File: src/instruction_trace_compressor_assert.svh
// ----------------------------------------------------------------------------
// Assertion macros for the instruction trace compressor
// Clocked on clk and disabled while arst_n is low.
// ----------------------------------------------------------------------------
`ifndef INSTRUCTION_TRACE_COMPRESSOR_ASSERT_SVH
`define INSTRUCTION_TRACE_COMPRESSOR_ASSERT_SVH

// Consequent must hold in the same cycle as the antecedent.
`define ITC_ASSERT_IMP(lbl, ante, cons, msg) \
	lbl: assert property (@(posedge clk) disable iff (!arst_n) (ante) |-> (cons)) \
		else $error(msg);

// Consequent must hold in the cycle after the antecedent.
`define ITC_ASSERT_NXT(lbl, ante, cons, msg) \
	lbl: assert property (@(posedge clk) disable iff (!arst_n) (ante) |=> (cons)) \
		else $error(msg);

`endif

File: src/itc_pkg.sv
// ----------------------------------------------------------------------------
// itc_pkg
// Types, codes and defaults shared by the instruction trace compressor.
// ----------------------------------------------------------------------------
package itc_pkg;

	localparam int MAP_DEPTH_DEF   = 31;
	localparam int ADDR_BITS_DEF   = 32;
	localparam int QUEUE_DEPTH_DEF = 2;

	localparam int WORD_W  = 32;
	localparam int PRIV_W  = 5;
	localparam int CAUSE_W = 5;
	localparam int CNT_W   = 5;
	localparam int BITS_W  = 31;

	// Address steps that count as sequential flow.
	localparam logic [2:0] STEP_FULL       = 3'd4;
	localparam logic [2:0] STEP_COMPRESSED = 3'd2;

	localparam logic [6:0] OPC_BRANCH = 7'h63;
	localparam logic [6:0] OPC_JALR   = 7'h67;
	localparam logic [2:0] F3_JALR    = 3'd0;
	localparam logic [2:0] F3_RSV_A   = 3'd2;
	localparam logic [2:0] F3_RSV_B   = 3'd3;

	typedef enum logic [1:0] {
		FMT_BRANCH_MAP  = 2'd0,
		FMT_BRANCH_DIFF = 2'd1,
		FMT_ADDR_ONLY   = 2'd2,
		FMT_SYNC        = 2'd3
	} fmt_t;

	typedef enum logic [1:0] {
		SYNC_START     = 2'd0,
		SYNC_EXCEPTION = 2'd1,
		SYNC_CONTEXT   = 2'd2
	} sync_t;

	typedef struct packed {
		logic [WORD_W-1:0]  instr_word;
		logic [WORD_W-1:0]  instr_addr;
		logic [PRIV_W-1:0]  privilege;
		logic               is_exception;
		logic               is_interrupt;
		logic [CAUSE_W-1:0] trap_cause;
		logic [WORD_W-1:0]  trap_value;
		logic               next_present;
		logic [WORD_W-1:0]  next_addr;
		logic               next_exception;
		logic [PRIV_W-1:0]  next_privilege;
	} instr_t;

	typedef struct packed {
		fmt_t               packet_format;
		sync_t              sync_subformat;
		logic [PRIV_W-1:0]  packet_privilege;
		logic [CNT_W-1:0]   branch_count;
		logic [BITS_W-1:0]  branch_bits;
		logic               has_address;
		logic [WORD_W-1:0]  packet_address;
		logic [CAUSE_W-1:0] exc_cause;
		logic               exc_interrupt;
		logic [WORD_W-1:0]  exc_value;
	} pkt_t;

	// Classified instruction as it travels from the front to the back.
	typedef struct packed {
		logic [WORD_W-1:0]  addr;
		logic [PRIV_W-1:0]  privilege;
		logic               exception;
		logic               interrupt;
		logic [CAUSE_W-1:0] cause;
		logic [WORD_W-1:0]  tval;
		logic               cond_branch;
		logic               jalr;
		logic               taken;
		logic               next_exc;
		logic               next_priv_change;
	} entry_t;

	function automatic logic is_cond_branch(input logic [WORD_W-1:0] w);
		logic [2:0] f3;
		f3 = w[14:12];
		return (w[6:0] == OPC_BRANCH) && (f3 != F3_RSV_A) && (f3 != F3_RSV_B);
	endfunction

	function automatic logic is_jalr(input logic [WORD_W-1:0] w);
		return (w[6:0] == OPC_JALR) && (w[14:12] == F3_JALR);
	endfunction

endpackage

File: src/itc_if.sv
// ----------------------------------------------------------------------------
// Channel interfaces
// Valid/ready channels for retired instructions and trace packets.
// ----------------------------------------------------------------------------
interface itc_instr_if;
	logic            valid;
	logic            ready;
	itc_pkg::instr_t data;

	modport source (output valid, output data, input ready);
	modport sink (input valid, input data, output ready);
endinterface

interface itc_pkt_if;
	logic          valid;
	logic          ready;
	itc_pkg::pkt_t data;

	modport source (output valid, output data, input ready);
	modport sink (input valid, input data, output ready);
endinterface

File: src/itc_front.sv
// ----------------------------------------------------------------------------
// itc_front
// Accepts retired instructions and classifies them for the back end.
// ----------------------------------------------------------------------------
module itc_front #(
	parameter int ADDR_BITS = itc_pkg::ADDR_BITS_DEF
) (
	itc_instr_if.sink        instr,
	input  logic             q_full,
	output logic             push,
	output itc_pkg::entry_t  entry
);

	logic [ADDR_BITS-1:0] addr_ext;
	logic [ADDR_BITS-1:0] next_ext;
	logic                 sequential;

	assign instr.ready = !q_full;
	assign push        = instr.valid && !q_full;

	// The sequential check wraps at the configured address width.
	always_comb begin
		addr_ext   = ADDR_BITS'(instr.data.instr_addr);
		next_ext   = ADDR_BITS'(instr.data.next_addr);
		sequential = ((addr_ext + ADDR_BITS'(itc_pkg::STEP_FULL)) == next_ext) ||
			((addr_ext + ADDR_BITS'(itc_pkg::STEP_COMPRESSED)) == next_ext);

		entry.addr        = instr.data.instr_addr;
		entry.privilege   = instr.data.privilege;
		entry.exception   = instr.data.is_exception;
		entry.interrupt   = instr.data.is_interrupt;
		entry.cause       = instr.data.trap_cause;
		entry.tval        = instr.data.trap_value;
		entry.cond_branch = itc_pkg::is_cond_branch(instr.data.instr_word);
		entry.jalr        = itc_pkg::is_jalr(instr.data.instr_word);
		entry.taken       = instr.data.next_present && !sequential;
		// Without a lookahead the next instruction is assumed to trap like this one.
		entry.next_exc    = instr.data.next_present ? instr.data.next_exception
			: instr.data.is_exception;
		entry.next_priv_change = instr.data.next_present &&
			(instr.data.next_privilege != instr.data.privilege);
	end

endmodule

File: src/itc_queue.sv
// ----------------------------------------------------------------------------
// itc_queue
// Short FIFO of classified instructions between the front and the back end.
// ----------------------------------------------------------------------------
module itc_queue #(
	parameter int DEPTH = itc_pkg::QUEUE_DEPTH_DEF
) (
	input  logic                       clk,
	input  logic                       arst_n,
	input  logic                       push,
	input  itc_pkg::entry_t            push_data,
	input  logic                       pop,
	output itc_pkg::entry_t            pop_data,
	output logic                       empty,
	output logic                       full,
	output logic [$clog2(DEPTH+1)-1:0] count
);

	localparam int PTR_W = $clog2(DEPTH);
	localparam logic [PTR_W-1:0] LAST = PTR_W'(DEPTH - 1);

	itc_pkg::entry_t        mem_q [DEPTH];
	logic [PTR_W-1:0]       wr_ptr_q;
	logic [PTR_W-1:0]       rd_ptr_q;
	logic [$clog2(DEPTH+1)-1:0] count_q;

	assign empty    = (count_q == '0);
	assign full     = (count_q == ($clog2(DEPTH+1))'(DEPTH));
	assign count    = count_q;
	assign pop_data = mem_q[rd_ptr_q];

	always_ff @(posedge clk) begin
		if (push) begin
			mem_q[wr_ptr_q] <= push_data;
		end
	end

	always_ff @(posedge clk or negedge arst_n) begin
		if (!arst_n) begin
			wr_ptr_q <= '0;
			rd_ptr_q <= '0;
			count_q  <= '0;
		end else begin
			if (push) begin
				wr_ptr_q <= (wr_ptr_q == LAST) ? '0 : wr_ptr_q + 1'b1;
			end
			if (pop) begin
				rd_ptr_q <= (rd_ptr_q == LAST) ? '0 : rd_ptr_q + 1'b1;
			end
			case ({push, pop})
				2'b10:   count_q <= count_q + 1'b1;
				2'b01:   count_q <= count_q - 1'b1;
				default: count_q <= count_q;
			endcase
		end
	end

endmodule

File: src/itc_back.sv
// ----------------------------------------------------------------------------
// itc_back
// Keeps the branch map and resync state and forms at most one packet per instruction.
// ----------------------------------------------------------------------------
module itc_back #(
	parameter int MAP_DEPTH = itc_pkg::MAP_DEPTH_DEF
) (
	input  logic                         clk,
	input  logic                         arst_n,
	input  logic                         cfg_we,
	input  logic [itc_pkg::WORD_W-1:0]   cfg_data,
	input  logic                         q_valid,
	input  itc_pkg::entry_t              q_entry,
	output logic                         q_pop,
	itc_pkt_if.source                    packet
);

	localparam logic [itc_pkg::CNT_W-1:0] MAP_LIMIT = itc_pkg::CNT_W'(MAP_DEPTH);

	logic [itc_pkg::WORD_W-1:0]  resync_period_q;
	logic [itc_pkg::WORD_W-1:0]  resync_count_q;
	logic                        resync_pending_q;
	logic                        seen_first_q;
	logic                        prev_exception_q;
	logic                        prev_jalr_q;
	logic [itc_pkg::PRIV_W-1:0]  prev_privilege_q;
	logic [itc_pkg::CAUSE_W-1:0] prev_cause_q;
	logic                        prev_interrupt_q;
	logic [itc_pkg::WORD_W-1:0]  prev_tval_q;
	logic [MAP_DEPTH-1:0]        map_bits_q;
	logic [itc_pkg::CNT_W-1:0]   map_count_q;
	logic                        map_full_q;
	logic                        out_valid_q;
	itc_pkg::pkt_t               out_pkt_q;

	logic                        advance;
	logic                        hit;
	logic                        pend;
	logic                        pend_n;
	logic [itc_pkg::WORD_W-1:0]  resync_count_n;
	logic                        record;
	logic [MAP_DEPTH-1:0]        set_vec;
	logic [MAP_DEPTH-1:0]        bits_n;
	logic [itc_pkg::CNT_W-1:0]   count_n;
	logic                        full_n;
	logic                        emit;
	logic                        with_map;
	itc_pkg::pkt_t               pkt_n;

	assign advance      = q_valid && (!out_valid_q || packet.ready);
	assign q_pop        = advance;
	assign packet.valid = out_valid_q;
	assign packet.data  = out_pkt_q;

	always_comb begin
		hit            = (resync_count_q == resync_period_q);
		pend           = resync_pending_q || hit;
		resync_count_n = hit ? '0 : resync_count_q + 1'b1;

		// A branch beyond a full, unflushed map is dropped.
		record = q_entry.cond_branch && (map_count_q < MAP_LIMIT);
		for (int i = 0; i < MAP_DEPTH; i++) begin
			set_vec[i] = record && q_entry.taken &&
				(map_count_q == itc_pkg::CNT_W'(i));
		end
		bits_n  = map_bits_q | set_vec;
		count_n = map_count_q + itc_pkg::CNT_W'(record);
		full_n  = map_full_q || (record && (count_n == MAP_LIMIT));

		pkt_n    = '0;
		emit     = 1'b1;
		with_map = 1'b0;
		pend_n   = pend;

		if (prev_exception_q) begin
			pkt_n.packet_format    = itc_pkg::FMT_SYNC;
			pkt_n.sync_subformat   = itc_pkg::SYNC_EXCEPTION;
			pkt_n.packet_privilege = q_entry.privilege;
			pkt_n.has_address      = 1'b1;
			pkt_n.packet_address   = q_entry.addr;
			pkt_n.exc_cause        = prev_cause_q;
			pkt_n.exc_interrupt    = prev_interrupt_q;
			pkt_n.exc_value        = prev_tval_q;
			pend_n                 = 1'b0;
		end else if (!seen_first_q || (q_entry.privilege != prev_privilege_q) ||
			(pend && (count_n == '0))) begin
			pkt_n.packet_format    = itc_pkg::FMT_SYNC;
			pkt_n.sync_subformat   = itc_pkg::SYNC_START;
			pkt_n.packet_privilege = q_entry.privilege;
			pkt_n.has_address      = 1'b1;
			pkt_n.packet_address   = q_entry.addr;
			pend_n                 = 1'b0;
		end else if (prev_jalr_q || pend || q_entry.next_exc ||
			q_entry.next_priv_change) begin
			// A pending resync reaching here always has a non-empty map.
			if (count_n == '0) begin
				pkt_n.packet_format = itc_pkg::FMT_ADDR_ONLY;
			end else begin
				pkt_n.packet_format = itc_pkg::FMT_BRANCH_MAP;
				with_map            = 1'b1;
			end
			pkt_n.has_address    = 1'b1;
			pkt_n.packet_address = q_entry.addr;
		end else if (full_n) begin
			pkt_n.packet_format = itc_pkg::FMT_BRANCH_MAP;
			with_map            = 1'b1;
		end else begin
			emit = 1'b0;
		end

		if (with_map) begin
			pkt_n.branch_count = count_n;
			pkt_n.branch_bits  = itc_pkg::BITS_W'(bits_n);
		end
	end

	always_ff @(posedge clk or negedge arst_n) begin
		if (!arst_n) begin
			resync_period_q  <= '1;
			resync_count_q   <= '0;
			resync_pending_q <= 1'b0;
			seen_first_q     <= 1'b0;
			prev_exception_q <= 1'b0;
			prev_jalr_q      <= 1'b0;
			prev_privilege_q <= '0;
			prev_cause_q     <= '0;
			prev_interrupt_q <= 1'b0;
			prev_tval_q      <= '0;
			map_bits_q       <= '0;
			map_count_q      <= '0;
			map_full_q       <= 1'b0;
			out_valid_q      <= 1'b0;
		end else begin
			if (cfg_we) begin
				resync_period_q <= cfg_data;
			end
			if (advance) begin
				resync_count_q   <= resync_count_n;
				resync_pending_q <= pend_n;
				seen_first_q     <= 1'b1;
				prev_exception_q <= q_entry.exception;
				prev_jalr_q      <= q_entry.jalr;
				prev_privilege_q <= q_entry.privilege;
				prev_cause_q     <= q_entry.cause;
				prev_interrupt_q <= q_entry.interrupt;
				prev_tval_q      <= q_entry.tval;
				map_bits_q       <= with_map ? '0 : bits_n;
				map_count_q      <= with_map ? '0 : count_n;
				map_full_q       <= with_map ? 1'b0 : full_n;
				out_valid_q      <= emit;
			end else if (packet.ready) begin
				out_valid_q <= 1'b0;
			end
		end
	end

	always_ff @(posedge clk) begin
		if (advance && emit) begin
			out_pkt_q <= pkt_n;
		end
	end

endmodule

File: src/instruction_trace_compressor.sv
// ----------------------------------------------------------------------------
// instruction_trace_compressor
// Branch-trace encoder for a stream of retired RV32 instructions.
// ----------------------------------------------------------------------------
// The instr channel takes one retired instruction per transaction, along with
// a lookahead of the instruction that follows it. The packet channel returns
// at most one trace packet per instruction: sync, address-only or branch map.
// The user must write the resync period through cfg_we/cfg_data only while the
// block is idle; the block itself does not enforce this.
// An accepted instruction is written into the queue, and any packet for it is
// then formed in the back end's output register. One instruction is taken per
// cycle while the packet receiver does not stall; the back end updates the branch
// map and resync state for one instruction per cycle from a two-entry queue.
//
// Reset clears the map, the resync counter and the history of the previous
// instruction, and sets the resync period to its maximum. When the packet
// receiver stalls, the back end holds its output register, the queue fills
// and instr.ready drops once the queue is full; no packet is lost.
// ----------------------------------------------------------------------------
`include "instruction_trace_compressor_assert.svh"

module instruction_trace_compressor #(
	parameter int MAP_DEPTH   = itc_pkg::MAP_DEPTH_DEF,
	parameter int ADDR_BITS   = itc_pkg::ADDR_BITS_DEF,
	parameter int QUEUE_DEPTH = itc_pkg::QUEUE_DEPTH_DEF
) (
	input  logic                       clk,
	input  logic                       arst_n,
	input  logic                       cfg_we,
	input  logic [itc_pkg::WORD_W-1:0] cfg_data,
	itc_instr_if.sink                  instr,
	itc_pkt_if.source                  packet
);

	logic                             push;
	itc_pkg::entry_t                  push_data;
	logic                             pop;
	itc_pkg::entry_t                  pop_data;
	logic                             q_empty;
	logic                             q_full;
	logic [$clog2(QUEUE_DEPTH+1)-1:0] q_count;

	itc_front #(
		.ADDR_BITS(ADDR_BITS)
	) u_front (
		.instr (instr),
		.q_full(q_full),
		.push  (push),
		.entry (push_data)
	);

	itc_queue #(
		.DEPTH(QUEUE_DEPTH)
	) u_queue (
		.clk      (clk),
		.arst_n   (arst_n),
		.push     (push),
		.push_data(push_data),
		.pop      (pop),
		.pop_data (pop_data),
		.empty    (q_empty),
		.full     (q_full),
		.count    (q_count)
	);

	itc_back #(
		.MAP_DEPTH(MAP_DEPTH)
	) u_back (
		.clk     (clk),
		.arst_n  (arst_n),
		.cfg_we  (cfg_we),
		.cfg_data(cfg_data),
		.q_valid (!q_empty),
		.q_entry (pop_data),
		.q_pop   (pop),
		.packet  (packet)
	);

	`ITC_ASSERT_IMP(a_queue_bound, 1'b1, q_count <= ($clog2(QUEUE_DEPTH+1))'(QUEUE_DEPTH), "queue occupancy beyond its depth")
	`ITC_ASSERT_NXT(a_push_counts, push && !pop, q_count == $past(q_count) + 1'b1, "queue count missed a push")
	`ITC_ASSERT_IMP(a_full_map, packet.valid && (packet.data.packet_format == itc_pkg::FMT_BRANCH_MAP) && !packet.data.has_address, packet.data.branch_count == itc_pkg::CNT_W'(MAP_DEPTH), "map packet without address from a partial map")
	`ITC_ASSERT_IMP(a_exc_fields, packet.valid && (packet.data.sync_subformat != itc_pkg::SYNC_EXCEPTION), (packet.data.exc_cause == '0) && (packet.data.exc_value == '0) && !packet.data.exc_interrupt, "trap data outside a sync-exception packet")

endmodule

File: src/flat_wrapper.sv
// flat-port wrapper written by rule: the top's interface ports become plain ports
module instruction_trace_compressor_flat 
#(
	parameter int MAP_DEPTH   = itc_pkg::MAP_DEPTH_DEF,
	parameter int ADDR_BITS   = itc_pkg::ADDR_BITS_DEF,
	parameter int QUEUE_DEPTH = itc_pkg::QUEUE_DEPTH_DEF
)
  (clk, arst_n, cfg_we, cfg_data, instr_valid, instr_data, instr_ready, packet_valid, packet_data, packet_ready);
  itc_instr_if instr_i ();
  itc_pkt_if packet_i ();
  input  logic clk;
  input  logic arst_n;
  input  logic cfg_we;
  input  logic [itc_pkg::WORD_W-1:0] cfg_data;
  input wire logic [$bits(instr_i.valid)-1:0] instr_valid;
  input wire logic [$bits(instr_i.data)-1:0] instr_data;
  output wire logic [$bits(instr_i.ready)-1:0] instr_ready;
  output wire logic [$bits(packet_i.valid)-1:0] packet_valid;
  output wire logic [$bits(packet_i.data)-1:0] packet_data;
  input wire logic [$bits(packet_i.ready)-1:0] packet_ready;
  assign instr_i.valid = instr_valid;
  assign instr_i.data = instr_data;
  assign instr_ready = instr_i.ready;
  assign packet_valid = packet_i.valid;
  assign packet_data = packet_i.data;
  assign packet_i.ready = packet_ready;
  instruction_trace_compressor #(.MAP_DEPTH(MAP_DEPTH), .ADDR_BITS(ADDR_BITS), .QUEUE_DEPTH(QUEUE_DEPTH)) u_core (.clk(clk), .arst_n(arst_n), .cfg_we(cfg_we), .cfg_data(cfg_data), .instr(instr_i), .packet(packet_i));
endmodule
File: config.mk
export PLATFORM = sky130hd
export DESIGN_NAME = instruction_trace_compressor_flat
export DESIGN_NICKNAME = d
export VERILOG_FILES = /design/src/itc_pkg.sv /design/src/itc_if.sv /design/src/itc_front.sv /design/src/itc_queue.sv /design/src/itc_back.sv /design/src/instruction_trace_compressor.sv /design/src/flat_wrapper.sv
export VERILOG_INCLUDE_DIRS = /design/src /design/src/src
export SDC_FILE = /design/constraint.sdc
export NUM_CORES = 1
export LEC_CHECK = 0
export BUFFER_PORTS_ARGS = -buffer_cell sky130_fd_sc_hd__buf_4
export CAP_MARGIN = 20
export CORE_MARGIN = 2
export CORE_UTILIZATION = 55
export DETAILED_ROUTE_END_ITERATION = 8
export GPL_TIMING_DRIVEN = 0
export HOLD_SLACK_MARGIN = 0.15
export PLACE_DENSITY = 0.81
export SLEW_MARGIN = 5
export SYNTH_ARGS = -nofsm -noshare
export SYNTH_HDL_FRONTEND = slang
export SYNTH_SLANG_ARGS = --single-unit
File: constraint.sdc
create_clock -name clk -period 28.8 [get_ports clk]
set_clock_uncertainty 0.1 [all_clocks]
set_input_delay 1.44 -clock clk [delete_from_list [all_inputs] [get_ports clk]]
set_output_delay 1.44 -clock clk [all_outputs]
set_load 0.02 [all_outputs]
After elaboration in Yosys (flattened, before gate mapping)
Memory sizes are Yosys's and may differ from the RTL's.
Cells that the tools add are included.
W data, S select, Z words.
{ "word_totals": {"reg_bits": 269, "ramBits": 162, "input_bits": 184, "out_inout_bits": 118, "elab_cells": 174, "mem_count": 1} }
{ "op_classes": {"n_addsub": 8, "magnitude_cmp": 1, "n_eq_ne": 43, "mux": 29, "bitwise_logic": 1, "n_reduce_logical": 64} }
{ "mem_list": {"columns": ["name", "depth", "word_bits", "read_ports", "rd_ports_with_merged_regs", "write_ports", "line_no", "source"], "rows": [
  ["u_core.u_queue.mem_q", 2, 81, 1, 0, 1, "itc_queue.sv:22", "itc_pkg::entry_t mem_q [DEPTH];"]
]} }
{ "op_table": {"columns": ["op", "n"], "rows": [
  ["$eq A32 B32 Y1", 3],
  ["$mux W32", 3],
  ["$eq A5 B5 Y1 const B", 16],
  ["$logic_and A1 B1 Y1", 43],
  ["$eq A5 B4 Y1 const B", 8],
  ["$mux W33", 1],
  ["$add A32 B1 Y32 const B", 1],
  ["$add A32 B2 Y32 const B", 1],
  ["$add A32 B3 Y32 const B", 1],
  ["$mux W31", 1],
  ["$or A31 B31 Y31", 1],
  ["$eq A5 B3 Y1 const B", 4],
  ["$mux W1", 18],
  ["$mux W5", 3],
  ["$eq A7 B7 Y1 const B", 2],
  ["$eq A5 B2 Y1 const B", 2],
  ["$logic_not A5 Y1", 2],
  ["$ne A5 B5 Y1", 2],
  ["$logic_or A1 B1 Y1", 9],
  ["$ne A3 B2 Y1 const B", 2],
  ["$add A5 B1 Y5", 1],
  ["$eq A5 B1 Y1 const B", 1],
  ["$logic_not A1 Y1", 5],
  ["$lt A5 B5 Y1 const B", 1],
  ["11 further kinds", 15]
]} }

Depth between registers and ports, before layout
{ "logic_depth": {"word_depth": 11, "mapped_depth": 13, "ltp_nobuf": 10} }

Modules after synthesis
From an unflattened synthesis, not the netlist that was laid out.
{ "unflattened": {"hier_cells": 1568, "area_unflattened_um2": 19937.9} }
{ "modules_own_cells": {"columns": ["module", "instances", "cells_each", "area_each_um2", "seq_area_each_um2"], "rows": [
  ["itc_back", 1, 938, 11036.8, 7221.9],
  ["itc_queue", 1, 268, 6428.7, 4964.8],
  ["itc_front", 1, 361, 2468.6, 0.0],
  ["instruction_trace_compressor", 1, 1, 3.8, 0.0]
]} }

Worst setup path before layout
OpenSTA, ideal clock, no wires.
{ "synth_timing": {"path_type": "register -> register", "from": "reg u_core.u_back.map_count_q[4] (netlist bit)", "to": "reg u_core.u_back.out_valid_q, in the netlist u_core.u_back.packet.valid", "setup_time_ps": 105, "t_arrival_ps": 9012, "path_slack_ps": 19583, "stages_incl_launch_ff": 12, "n_path_buf": 1, "synth_period_minus_slack_ps": 9217, "cell_sequence": "dfrtp_1 -> clkbuf_1 -> and3_1 -> a31oi_1 -> ha_1 -> a311o_1 -> o21ai_0 -> a31oi_1 -> or3_1 -> o21bai_1 -> a31oi_1 -> or2_2"} }
{ "synth_via": {"elab_chain_len": 11} }
{ "synth_lines": {"columns": ["item", "line_no", "source"], "rows": [
  ["from (decl)", "itc_back.sv:31", "logic [itc_pkg::CNT_W-1:0] map_count_q;"],
  ["from (signal assigned)", "itc_back.sv:148", "map_count_q <= with_map ? '0 : count_n;"],
  ["$lt A5 B5 Y1", "itc_back.sv:61", "record = q_entry.cond_branch && (map_count_q < MAP_LIMIT);"],
  ["$logic_and A1 B1 Y1", "itc_back.sv:61", null],
  ["$add A5 B1 Y5", "itc_back.sv:67", "count_n = map_count_q + itc_pkg::CNT_W'(record);"],
  ["$eq A5 B5 Y1", "itc_back.sv:68", "full_n = map_full_q || (record && (count_n == MAP_LIMIT));"],
  ["$logic_and A1 B1 Y1", "itc_back.sv:68", null],
  ["$logic_or A1 B1 Y1", "itc_back.sv:68", null],
  ["$mux W1", "itc_back.sv:104", "end else if (full_n) begin"],
  ["$mux W1", "itc_back.sv:93", "end else if (prev_jalr_q || pend || q_entry.next_exc ||"],
  ["$mux W1 *", "itc_back.sv:85", "end else if (!seen_first_q || (q_entry.privilege != prev_privilege_q) ||"],
  ["$mux W1 *", "itc_back.sv:75", "if (prev_exception_q) begin"],
  ["$mux W1 *", "itc_back.sv:137", "if (advance) begin"],
  ["to (signal assigned)", "itc_back.sv:150", "out_valid_q <= emit;"],
  ["to (decl)", "itc_back.sv:33", "logic out_valid_q;"]
]} }
Mark *: on every way between the ends. The rest lies on a longest branch, timed or not.
A chain may end at the register's enable or synchronous reset.

Final worst setup path
{ "layout_timing": {"from": "reg u_core.u_queue.rd_ptr_q", "to": "reg u_core.u_back.out_pkt_q, in the netlist u_core.u_back.packet.data[64] (enable)"} }
{ "layout_via": {"elab_chain_len": 11} }
{ "layout_lines": {"columns": ["item", "line_no", "source"], "rows": [
  ["from (decl)", "itc_queue.sv:24", "logic [PTR_W-1:0] rd_ptr_q;"],
  ["from (signal assigned)", "itc_queue.sv:48", "rd_ptr_q <= (rd_ptr_q == LAST) ? '0 : rd_ptr_q + 1'b1;"],
  ["$mem_v2 Z2 W81 *", null, null],
  ["$logic_and A1 B1 Y1", "itc_back.sv:61", null],
  ["$add A5 B1 Y5", "itc_back.sv:67", null],
  ["$eq A5 B5 Y1", "itc_back.sv:68", null],
  ["$logic_and A1 B1 Y1", "itc_back.sv:68", null],
  ["$logic_or A1 B1 Y1", "itc_back.sv:68", null],
  ["$mux W1", "itc_back.sv:104", null],
  ["$mux W1", "itc_back.sv:93", null],
  ["$mux W1 *", "itc_back.sv:85", null],
  ["$mux W1 *", "itc_back.sv:75", null],
  ["$logic_and A1 B1 Y1 *", "itc_back.sv:158", "if (advance && emit) begin"],
  ["to (signal assigned)", "itc_back.sv:159", "out_pkt_q <= pkt_n;"],
  ["to (decl)", "itc_back.sv:34", "itc_pkg::pkt_t out_pkt_q;"]
]} }
Marks and branches as above.

==> impl_metrics.env <==
export IMPL_worstSkewPairLatency_ns=0.54
export IMPL_critPathLaunchType="flip-flop"
export IMPL_wl_per_cell_um=19.5
export IMPL_grtUsageTotal=0.251
export IMPL_cp_top_family="compound AO/OA/AOI/OAI gates"
export IMPL_finalMaxSlewViolations=0
export IMPL_io_buffers=277
export IMPL_n_fill_cell=2382
export IMPL_rsz0062_at_grt="no"
export IMPL_async_flop_share=0.356
export IMPL_avgSynthCellArea_um2=12.8
export IMPL_numCtsBuffers=44
export IMPL_synth_seq_cells=430
export IMPL_max_stage_delay_ns=0.71
export IMPL_rr_endpoint="u_core.u_back.packet.data[64]"
export IMPL_hpwl_um=32100
export IMPL_drtIter0Drc=1026
export IMPL_remaining_drc_errors=0
export IMPL_path_cells="buf_6 > mux2i_1 > a31oi_1 > ha_1 > ha_1 > xnor2_1 > a2111oi_0 > nor4_1 > a31oi_4 > buf_16 > buf_12 > buf_16"
export IMPL_hold_class="reg -> reg"
export IMPL_critPathKind="reg -> reg"
export IMPL_clock_path_buffers=3
export IMPL_critPathArrivalTime_ns=4.62
export IMPL_root_buffer="clkbuf_16"
export IMPL_rows=67
export IMPL_globalplace_congestion=0.899
export IMPL_grt_pass1_vias=12800
export IMPL_critPathCaptureType="flip-flop"
export IMPL_peakVddDrop_mv=0.0576
export IMPL_critPathMaxFanout=22
export IMPL_power_density_mw_per_mm2=98.8
export IMPL_synth_nets=1641
export IMPL_die_area_mm2=0.0352
export IMPL_ant_nets=0
export IMPL_syn_inst=1451
export IMPL_slowest_stage="a2111oi_0"
export IMPL_place_area_mm2=0.0214
export IMPL_final_util=0.687
export IMPL_ys_flop_type="edfxtp_1"
export IMPL_setup_violations=0
export IMPL_power_total_mw=2.27
export IMPL_drv_cap=0
export IMPL_cp_buffers_inverters=4
export IMPL_hold_end="u_core.u_back.prev_cause_q[4]"
export IMPL_mostFrequentLayoutCells="buf_4 (277), edfxtp_1 (277), nor2_1 (162), dfrtp_1 (121), nand2_1 (104)"
export IMPL_cts_resized=0
export IMPL_dr_total_vias=12500
export IMPL_grt_pass1_wl_um=69100
export IMPL_stdcell_area_mm2=0.0229
export IMPL_reg2reg_slack_ns=24.32
export IMPL_finalCriticalPeriod_ns=4.48
export IMPL_initial_core_util=0.555
export IMPL_min_period_over_period=0.155
export IMPL_outcome="completed"
export IMPL_worstReg2RegStart="u_core.u_queue.rd_ptr_q"
export IMPL_cts_tree="yes"
export IMPL_ioPinCount=302
export IMPL_fmaxAchievable_mhz=223
export IMPL_die_height_um=188
export IMPL_p_leak_nw=9.13
export IMPL_routed_wl_um=44300
export IMPL_ys_warn_count=0
export IMPL_startpoint="u_core.u_queue.rd_ptr_q"
export IMPL_tightest_slew_ns=0.992
export IMPL_layout_nets=1975
export IMPL_fin_setup_tns_ns=0
export IMPL_drive_gt1_frac=0.255
export IMPL_vias_per_cell=5.52
export IMPL_place_ws_ns=24.50
export IMPL_grt_ovfl_total=0
export IMPL_cts_hold_buf=0
export IMPL_ctsHtreeMaxLevel=2
export IMPL_post_cts_buffers=0
export IMPL_antenna_found_initial=1
export IMPL_synth_edff_count=277
export IMPL_clkSinkCount=430
export IMPL_crit_required_ns=28.94
export IMPL_r2r_cells=12
export IMPL_grt_max_degree=89
export IMPL_whs_path_depth=2
export IMPL_clk_pin_slew_ns=0.06
export IMPL_min_from="u_core.u_back.prev_cause_q[4]"
export IMPL_layout_setup_ws_ns=24.32
export IMPL_core_mm2=0.0334
export IMPL_seq_area_frac_synth=0.658
export IMPL_syn_to_final_growth_pct=23.8
export IMPL_finalHoldViolCount=0
export IMPL_relSlewSlack=0.333
export IMPL_die_w_um=188
export IMPL_synth_cell_type_count=69
export IMPL_first_pass_iters=5
export IMPL_syn_area_mm2=0.0185
[state kept, by name, summed over array words and instances (netlist names), 2 cells and up]
name and flops:
u_core.u_queue.mem_q 162, u_core.u_back.map_count_q 5, u_core.u_back.prev_privilege_q 5, u_core.u_back.prev_tval_q 32
u_core.u_back.packet.data 115, u_core.u_back.resync_count_q 32, u_core.u_back.map_bits_q 31, u_core.u_queue.count 2
u_core.u_back.prev_cause_q 5, u_core.u_back.resync_period_q 32
[worst register-to-register path, stage by stage (launching register included)]
cell and delay, ns:
dfrtp_1 0.42, buf_6 0.19, mux2i_1 0.31, a31oi_1 0.12, ha_1 0.27, ha_1 0.28, xnor2_1 0.20, a2111oi_0 0.71
nor4_1 0.28, a31oi_4 0.68, buf_16 0.25, buf_12 0.20, buf_16 0.19
[worst max path at each step]
stage                                                to  cells after the start  slack, ns
after CTS                 u_core.u_back.packet.data[67]                     12      24.33
after global placement       u_core.u_back.packet.valid                     11      15.97
final                     u_core.u_back.packet.data[64]                     12      24.32
after floorplan              u_core.u_back.packet.valid                     11      19.58
after detailed placement     u_core.u_queue.mem_q[0][2]                      9      24.50
after global routing      u_core.u_back.packet.data[65]                     12      24.11
[through the flow]
stage / hold WS [ns] / cells
2_1_floorplan: 0.335 / 1451
3_3_place_gp: 0.351 / 2176
3_5_place_dp: 0.363 / 2187
5_1_grt: 0.401 / 2270
6_report: 0.370 / 2270
4_1_cts: 0.376 / 2269
[cell families (layout without fill, tap and decap cells)]
| family | count (synthesis) | after routing | share of synthesized area |
|---|---|---|---|
| simple gates | 496 | 496 | 0.132 |
| flops | 430 | 430 | 0.658 |
| compound gates | 187 | 187 | 0.0575 |
| xor+xnor | 133 | 133 | 0.0629 |
| mux | 119 | 119 | 0.0669 |
| buf+inv | 79 | 449 | 0.0184 |
| fa+ha+maj | 6 | 6 | 0.00405 |
| other cells | 1 | 2 | 0.000202 |
[routing by layer]
metal  global-route usage  vias up  routed length, um
li1                     -     5875                  -
met1                0.332     6106              18600
met2                0.425      477              21700
met3               0.0470       81               2840
met4               0.0778        0               1170
met5                    0        -                  0
[synth_stat cells, types with 32 or more instances]
master	n	area [um2]
mux2i_1	82	821
a21oi_1	75	375
xor2_1	39	342
clkbuf_1	38	143
dfrtp_1	121	3030
nor2_1	163	612
dfstp_2	32	841
nand4_1	33	206
nand3_1	34	170
and2_1	45	282
mux2_2	36	405
xnor2_1	94	823
edfxtp_1	277	8320
o21ai_0	71	355
nand2_1	104	390
[cell type report]
type                            count  area [um2]  area share
Antenna cell                        1        2.50    0.000109
Inverter                           13        48.8     0.00213
Buffer                             66         293      0.0128
Timing Repair Buffer              288        2320       0.101
Multi-Input combinational cell    942        6020       0.263
Clock buffer                       68        1310      0.0572
Tap cell                          448         561      0.0244
Sequential cell                   430       12200       0.531
Clock inverter                     14         183     0.00797
[power breakdown]
group | leakage (nW) | total, mW | internal [mW] | switching, mW
sequential | 4.53 | 0.975 | 0.893 | 0.0818
combinational | 3.86 | 0.711 | 0.274 | 0.437
clock | 0.735 | 0.580 | 0.350 | 0.230
total | 9.13 | 2.27 | 1.52 | 0.749
(Power assumes the default switching activity.)
